--- src/hw/rtl/scar_pkg.sv ---
// Shared types, constants and tuning tables of the stereo comb/allpass reverb.
package scar_pkg;

    // sample formats
    localparam int SAMPLE_W   = 16;
    localparam int INNER_W    = 24;
    localparam int FRAC_W     = INNER_W - 2;
    localparam int COEF_W     = 17;
    localparam int IDX_W      = 4;
    localparam int CFG_IDX_W  = 3;
    localparam int CFG_DATA_W = 16;

    // parameter defaults
    localparam int DEF_MAX_LINE      = 2048;
    localparam int DEF_COMB_COUNT    = 8;
    localparam int DEF_ALLPASS_COUNT = 4;
    localparam int DEF_STEREO_SPREAD = 23;

    // tuning lengths
    localparam int COMB_TUNE [8]    = '{1116, 1188, 1277, 1356, 1422, 1491, 1557, 1617};
    localparam int ALLPASS_TUNE [4] = '{556, 441, 341, 225};

    // register indexes and reset values
    localparam logic [CFG_IDX_W-1:0] REG_ROOM  = 3'd0;
    localparam logic [CFG_IDX_W-1:0] REG_DAMP  = 3'd1;
    localparam logic [CFG_IDX_W-1:0] REG_WET   = 3'd2;
    localparam logic [CFG_IDX_W-1:0] REG_DRY   = 3'd3;
    localparam logic [CFG_IDX_W-1:0] REG_WIDTH = 3'd4;

    localparam logic [CFG_DATA_W-1:0] RST_ROOM  = 16'd16384;
    localparam logic [CFG_DATA_W-1:0] RST_DAMP  = 16'd16384;
    localparam logic [CFG_DATA_W-1:0] RST_WET   = 16'd9830;
    localparam logic [CFG_DATA_W-1:0] RST_DRY   = 16'd22938;
    localparam logic [CFG_DATA_W-1:0] RST_WIDTH = 16'd32768;

    // datapath operations
    typedef enum logic [4:0] {
        OP_NONE, OP_CLEAR, OP_LOAD,
        OP_FB, OP_D1, OP_W1, OP_W2, OP_W2S,
        OP_CB_RD, OP_CB_M1, OP_CB_M2, OP_CB_LP, OP_CB_M3, OP_CB_WR,
        OP_AP_INIT, OP_AP_RD, OP_AP_WR,
        OP_MX_M1, OP_MX_M2, OP_MX_M3, OP_MX_M4, OP_MX_M5, OP_MX_M6,
        OP_EMIT
    } t_op;

    // controller states
    typedef enum logic [4:0] {
        S_CLEAR, S_IDLE,
        S_FB, S_D1, S_W1, S_W2, S_W2S,
        S_CB_RD, S_CB_M1, S_CB_M2, S_CB_LP, S_CB_M3, S_CB_WR,
        S_AP_INIT, S_AP_RD, S_AP_WR,
        S_MX_M1, S_MX_M2, S_MX_M3, S_MX_M4, S_MX_M5, S_MX_M6,
        S_DONE
    } t_state;

    typedef struct packed {
        t_op              op;
        logic             ch;
        logic [IDX_W-1:0] idx;
    } t_cmd;

    typedef struct packed {
        logic clr_last;
        logic out_busy;
    } t_status;

    // delay length limited to the line size
    function automatic int clip_len(input int n, input int max_line);
        int r;
        r = (n > max_line) ? max_line : n;
        return (r < 1) ? 1 : r;
    endfunction

endpackage

--- src/hw/rtl/scar_ctrl.sv ---
// Sequencer: steps the shared datapath through coefficients, combs, allpasses and mix.
module scar_ctrl #(
    parameter int COMB_COUNT    = scar_pkg::DEF_COMB_COUNT,
    parameter int ALLPASS_COUNT = scar_pkg::DEF_ALLPASS_COUNT
) (
    input  logic              i_clk,
    input  logic              i_rst_n,
    input  logic              i_valid,
    output logic              o_ready,
    output scar_pkg::t_cmd    o_cmd,
    input  scar_pkg::t_status i_status
);
    import scar_pkg::*;

    localparam logic [IDX_W-1:0] LAST_C = IDX_W'(COMB_COUNT - 1);
    localparam logic [IDX_W-1:0] LAST_A = IDX_W'(ALLPASS_COUNT - 1);

    t_state           r_state, n_state;
    logic             r_ch, n_ch;
    logic [IDX_W-1:0] r_idx, n_idx;

    always_ff @(posedge i_clk) begin
        if (!i_rst_n) begin
            r_state <= S_CLEAR;
            r_ch    <= 1'b0;
            r_idx   <= '0;
        end else begin
            r_state <= n_state;
            r_ch    <= n_ch;
            r_idx   <= n_idx;
        end
    end

    // next state and command
    always_comb begin
        n_state    = r_state;
        n_ch       = r_ch;
        n_idx      = r_idx;
        o_ready    = 1'b0;
        o_cmd.op   = OP_NONE;
        o_cmd.ch   = r_ch;
        o_cmd.idx  = r_idx;
        unique case (r_state)
            S_CLEAR: begin
                o_cmd.op = OP_CLEAR;
                if (i_status.clr_last) n_state = S_IDLE;
            end
            S_IDLE: begin
                o_ready = 1'b1;
                if (i_valid) begin
                    o_cmd.op = OP_LOAD;
                    n_state  = S_FB;
                end
            end
            S_FB:  begin o_cmd.op = OP_FB;  n_state = S_D1; end
            S_D1:  begin o_cmd.op = OP_D1;  n_state = S_W1; end
            S_W1:  begin o_cmd.op = OP_W1;  n_state = S_W2; end
            S_W2:  begin o_cmd.op = OP_W2;  n_state = S_W2S; end
            S_W2S: begin
                o_cmd.op = OP_W2S;
                n_state  = S_CB_RD;
                n_ch     = 1'b0;
                n_idx    = '0;
            end
            S_CB_RD: begin o_cmd.op = OP_CB_RD; n_state = S_CB_M1; end
            S_CB_M1: begin o_cmd.op = OP_CB_M1; n_state = S_CB_M2; end
            S_CB_M2: begin o_cmd.op = OP_CB_M2; n_state = S_CB_LP; end
            S_CB_LP: begin o_cmd.op = OP_CB_LP; n_state = S_CB_M3; end
            S_CB_M3: begin o_cmd.op = OP_CB_M3; n_state = S_CB_WR; end
            S_CB_WR: begin
                o_cmd.op = OP_CB_WR;
                n_state  = S_CB_RD;
                if (r_idx == LAST_C) begin
                    n_idx = '0;
                    if (r_ch) n_state = S_AP_INIT;
                    else n_ch = 1'b1;
                end else begin
                    n_idx = r_idx + 1'b1;
                end
            end
            S_AP_INIT: begin
                o_cmd.op = OP_AP_INIT;
                n_state  = S_AP_RD;
                n_ch     = 1'b0;
                n_idx    = '0;
            end
            S_AP_RD: begin o_cmd.op = OP_AP_RD; n_state = S_AP_WR; end
            S_AP_WR: begin
                o_cmd.op = OP_AP_WR;
                n_state  = S_AP_RD;
                if (r_idx == LAST_A) begin
                    n_idx = '0;
                    if (r_ch) begin
                        n_state = S_MX_M1;
                        n_ch    = 1'b0;
                    end else begin
                        n_ch = 1'b1;
                    end
                end else begin
                    n_idx = r_idx + 1'b1;
                end
            end
            S_MX_M1: begin o_cmd.op = OP_MX_M1; n_state = S_MX_M2; end
            S_MX_M2: begin o_cmd.op = OP_MX_M2; n_state = S_MX_M3; end
            S_MX_M3: begin o_cmd.op = OP_MX_M3; n_state = S_MX_M4; end
            S_MX_M4: begin o_cmd.op = OP_MX_M4; n_state = S_MX_M5; end
            S_MX_M5: begin o_cmd.op = OP_MX_M5; n_state = S_MX_M6; end
            S_MX_M6: begin
                o_cmd.op = OP_MX_M6;
                if (r_ch) begin
                    n_state = S_DONE;
                end else begin
                    n_ch    = 1'b1;
                    n_state = S_MX_M1;
                end
            end
            S_DONE: begin
                if (!i_status.out_busy) begin
                    o_cmd.op = OP_EMIT;
                    n_state  = S_IDLE;
                end
            end
            default: n_state = S_CLEAR;
        endcase
    end
endmodule

--- config.mk ---
export PLATFORM = sky130hd
export DESIGN_NAME = scar_ctrl
export DESIGN_NICKNAME = d
export VERILOG_FILES = /design/src/hw/rtl/scar_pkg.sv /design/src/hw/rtl/scar_ctrl.sv
export SDC_FILE = /design/constraint.sdc
export NUM_CORES = 1
export LEC_CHECK = 0
export ABC_CLOCK_PERIOD_IN_PS = 2200
export BUFFER_PORTS_ARGS = -buffer_cell sky130_fd_sc_hd__buf_2
export CAP_MARGIN = 20
export CORE_MARGIN = 1
export CORE_UTILIZATION = 54
export DETAILED_ROUTE_END_ITERATION = 10
export MAX_ROUTING_LAYER = met4
export PLACE_DENSITY = 0.78
export SETUP_SLACK_MARGIN = 0.02
export SLEW_MARGIN = 30
export SYNTH_ARGS = -nofsm -noshare
export SYNTH_HDL_FRONTEND = slang
export SYNTH_SLANG_ARGS = --single-unit
--- constraint.sdc ---
create_clock -name i_clk -period 2.2 [get_ports i_clk]
set_input_delay 0.44 -clock i_clk [delete_from_list [all_inputs] [get_ports i_clk]]
set_output_delay 0.44 -clock i_clk [all_outputs]
set_load 0.03 [all_outputs]
## Word level (Yosys, flattened, before mapping)

Index checks and enable logic that the tools add are counted.

| storage, ports and cells | value |
|---|---|
| register bits | 10 |
| bits in latches | 0 |
| RAM bits | 0 |
| ROM bits | 0 |
| input port bits | 5 |
| output and inout bits | 11 |
| word-level logic and storage cells | 59 |
| memories | 0 |

| cells by class | value |
|---|---|
| add/sub/neg operators | 1 |
| $mul | 0 |
| div/mod/pow operators | 0 |
| order comparisons | 0 |
| equality and inequality tests | 29 |
| shifts and indexed selects | 0 |
| muxes and demuxes | 20 |
| bitwise logic cells | 0 |
| reduce and logical (&&, ||, !) cells | 6 |

Operators by type and width:

| cell | number |
|---|---|
| case mux 5 bit (23 select lines) | 2 |
| == test 5 x 4 -> 1 bit (second input constant) | 8 |
| == test 5 bit (second input constant) | 7 |
| two-way mux 5 bit | 6 |
| == test 5 x 3 -> 1 bit (second input constant) | 4 |
| two-way mux 4 bit | 4 |
| case mux 4 bit (3 select lines) | 1 |
| == test 5 x 2 -> 1 bit (second input constant) | 2 |
| != test 2 bit (second input constant) | 5 |
| AND reduction 3 bit | 2 |
| == test 5 x 1 -> 1 bit (second input constant) | 1 |
| zero test 5 bit | 1 |
| adder 4 x 1 -> 4 bit (second input constant) | 1 |
| == test 4 x 2 -> 1 bit (second input constant) | 1 |
| == test 4 x 3 -> 1 bit (second input constant) | 1 |
| two-way mux 1 bit | 4 |
| case mux 1 bit (4 select lines) | 1 |
| nonzero test 4 bit | 1 |
| two-way mux 3 bit | 1 |
| nonzero test 3 bit | 1 |
| two-way mux 2 bit | 1 |
| OR reduction 2 bit | 1 |

## Depth between registers and ports, before layout

| depth | value |
|---|---|
| word-level depth | 4 |
| mapped depth | 7 |
| depth with buffers taken out | 6 |

## Worst setup path before layout

OpenSTA, ideal clock, no wires.

| timing | value |
|---|---|
| path kind | register -> output |
| start | reg r_state[0] |
| end | out o_cmd[7] (netlist name) |
| data arrival time | 1607 ps |
| required time | 1760 ps |
| setup slack | 153 ps |
| cell stages (with the launch flop) | 5 |
| buffers on the path | 2 |
| path through | dfxtp_1 > buf_2 > buf_1 > a21oi_1 > a211oi_1 |

RTL lines:

| element | line | source |
|---|---|---|
| start, declared | scar_ctrl.sv:18 | `t_state r_state, n_state;` |
| start signal, assigned | scar_ctrl.sv:28 | `r_state <= n_state;` |
| end, declared | scar_ctrl.sv:10 | `output scar_pkg::t_cmd o_cmd,` |

==> impl_metrics.tcl <==
set metrics [dict create \
    status "finished, final reports clean" \
    io_buffers 15 \
    drt_iter0_drc 61 \
    post-route-util_pct 67.2 \
    grt_max_degree 20 \
    grt-ovfl-total 0 \
    post-dp-hpwl_mm 1.64 \
    pwr-share-seq_pct 23.9 \
    cts_buffer_depth 2 \
    skew_ns 0.00489 \
    grt_pass1_vias 871 \
    hold_path_class "in2reg" \
    min_period_ns 2.14 \
    combPwrFrac_pct 65.2 \
    synth_top_area_share_pct 22.6 \
    peakVddDrop_mv 0.628 \
    clockRootBuffer "clkbuf_4" \
    ios 16 \
    drt_wl_total_mm 2.24 \
    pwr-share-clk_pct 10.9 \
    die_w_microns 42.5 \
    ys_seq_area_share_pct 22.6 \
    slew-limit-headroom_pct 77.2 \
    synthToLayoutAreaGrowth_pct 15.7 \
    htreeDepth 1 \
    cts_tree "built" \
    hold_viol_final 0 \
    fillers 140 \
    finalCritPeriodShare_pct 97.1 \
    cp_cell_sequence "nand2b_4 > a21bo_2 > a22oi_2 > nor2_1 > or2_2 > buf_4" \
    required_ns 1.76 \
    wl_per_cell_microns 14.8 \
    track_usage_pct 28.1 \
    setup_tns_ns 0 \
    syn_nets 127 \
    clk_latency_ns 0.27 \
    antenna_found_initial 0 \
    path_class "reg2out" \
    netlist_area_sq_um 886 \
    vias 984 \
    holdWs_ns 0.473 \
    crit_path_top_delay_cell "dfxtp_1" \
    layout.nets 143 \
    drive_gt1_share_pct 25.9 \
    cap_violations 0 \
    crit_fanout 4 \
    switching_share_pct 49.5 \
    postRouteAntennaNets 0 \
    drt_first_pass_iters 4 \
    syn_inst 121 \
    cts_num_sinks 10 \
    arrival_ns 1.70 \
    cts_buffers 3 \
    final_cell_mix "14 x buf_2, 13 x a21oi_1, 11 x nor2_1, 10 x nand2_1, 9 x nor2b_1" \
    seqCellArea_sq_um 203 \
    core.rowCount 14 \
    postCtsSetupBuffers 0 \
    gp_congestion 0.936 \
    power_switching_mw 0.561 \
    initial_core_util_pct 58.1 \
    internal_power_mw 0.572 \
    viasPerCell 6.52 \
    dieArea_sq_um 1810 \
    end_kind "output port" \
    synth.distinct_cells 38 \
    ys_ff_latch 10 \
    coreArea_sq_um 1520 \
    start_kind "flop" \
    setup_violations 0 \
    slowest_delay_ns 0.36 \
    ys_warn_count 0 \
    clk_pin_slew_ns 0.06 \
    avgSynthCellArea_sq_um 7.32 \
    multi_input_area_sq_um 642 \
    power_density_nw_per_um2 1110 \
    slew_violations 0 \
    num_antenna_cells 0 \
    die_y_microns 42.5 \
    grt_pass1_wl_mm 3.79 \
    p_leak_nw 0.422 \
    synth_area_leader_cell "dfxtp_1" \
    tightest_slew_ns 0.340 \
    max_freq_mhz 468 \
    mostFrequentLayoutCell "buf_2" \
    post-route-drc-count 0 \
    synth_area_leaders "dfxtp_1 23%, a21oi_1 7.3%, nor2b_1 6.4%, nand2b_1 4.9%, nor2_1 4.7%" \
]
[sequential cells by signal (all words and copies together) (netlist names)]
register and flops:
r_idx 4, r_state 5, r_ch 1
[what timing repair did]
action / 4_1_cts / 5_1_grt
resized for setup: 0 / 9
setup endpoints to repair: 0 / 3
hold buffers: 0 / 0
[worst paths after layout]
kind	from	endpoint	slack [ns]	cells after the start
setup / recovery	r_state[0]	o_cmd[8]	0.06	6
hold / removal	i_rst_n	r_state[3]	0.47	2
setup reg to reg	r_state[2]	r_state[1]	0.38	6
hold reg to reg	r_idx[3]	r_idx[3]	0.54	1
[layout make-up]
class,instances,share of cell area [%]
multi-input cells,100,62.6
flip-flops and latches,10,19.8
repair buffers,22,13.4
clock buffers,3,2.20
well taps,16,1.95
[critical path, delay by kind of cell, from the launching register on]
family                 cells  cell delay (ns)
AO/OA/AOI/OAI              2             0.40
AND/OR/NAND/NOR            3             0.50
buffers and inverters      1             0.17
flip-flops                 1             0.36
[through the flow]
step | power [mW] | area [sq um] | setup slack [ns] | instances
global placement | 0.958 | 977 | 0.353 | 148
detailed placement | 0.975 | 977 | 0.338 | 148
CTS | 1.10 | 1000 | 0.0475 | 151
floorplan | 0.804 | 886 | 0.153 | 121
global route | 1.21 | 1020 | -0.0137 | 151
finish | 1.13 | 1020 | 0.0646 | 151
[power by group through the flow]
stage                     combinational [mW]  sequential (mW)  clock (mW)
after floorplan                        0.570            0.234           0
after global placement                 0.693            0.265           0
after detailed placement               0.710            0.265           0
after CTS                              0.713            0.261       0.126
after global routing                   0.799            0.276       0.133
final                                  0.738            0.270       0.124
[metal layers]
layer	vias to the layer above	track usage [%]	wire length, microns
met1	454	36.1	972
met3	5	4.74	174
met5	-	-	0
met2	51	43.4	1060
met4	0	11.9	36
li1	474	-	-
[cells by family after synthesis]
logic type / after synthesis / share of synthesized area, %
AOI/OAI and AO/OA: 42 / 34.7
xor gates and xnor gates: 1 / 0.989
adders and majority gates: 1 / 1.41
buffers and inverters: 11 / 6.36
DFF: 10 / 22.6
and+or+nand+nor: 56 / 33.9
[Yosys cell counts]
master and number:
buf_2 3, a21bo_2 1, nand3_1 7, or3b_1 1, a2111oi_4 1, a41oi_2 1, o22ai_1 1, nor3b_2 1
a31oi_1 2, a211oi_1 3, buf_6 1, dfxtp_1 10, nor3_1 3, a21o_1 1, nand2_1 10, nor2b_1 9
nand2b_1 7, nor2_1 11, a21oi_1 13, buf_1 3, o211a_1 3, o32ai_1 1, nor4_1 1, nand4_1 1
or2_2 1, clkbuf_1 3, buf_4 1, o21ai_0 6, xnor2_1 1, a21boi_0 1, o32a_1 1, or3_4 1
or3_1 2, o21a_1 3, nand3b_1 1, o31a_1 1, a22oi_1 3, ha_1 1
(Power assumes the default switching activity.)
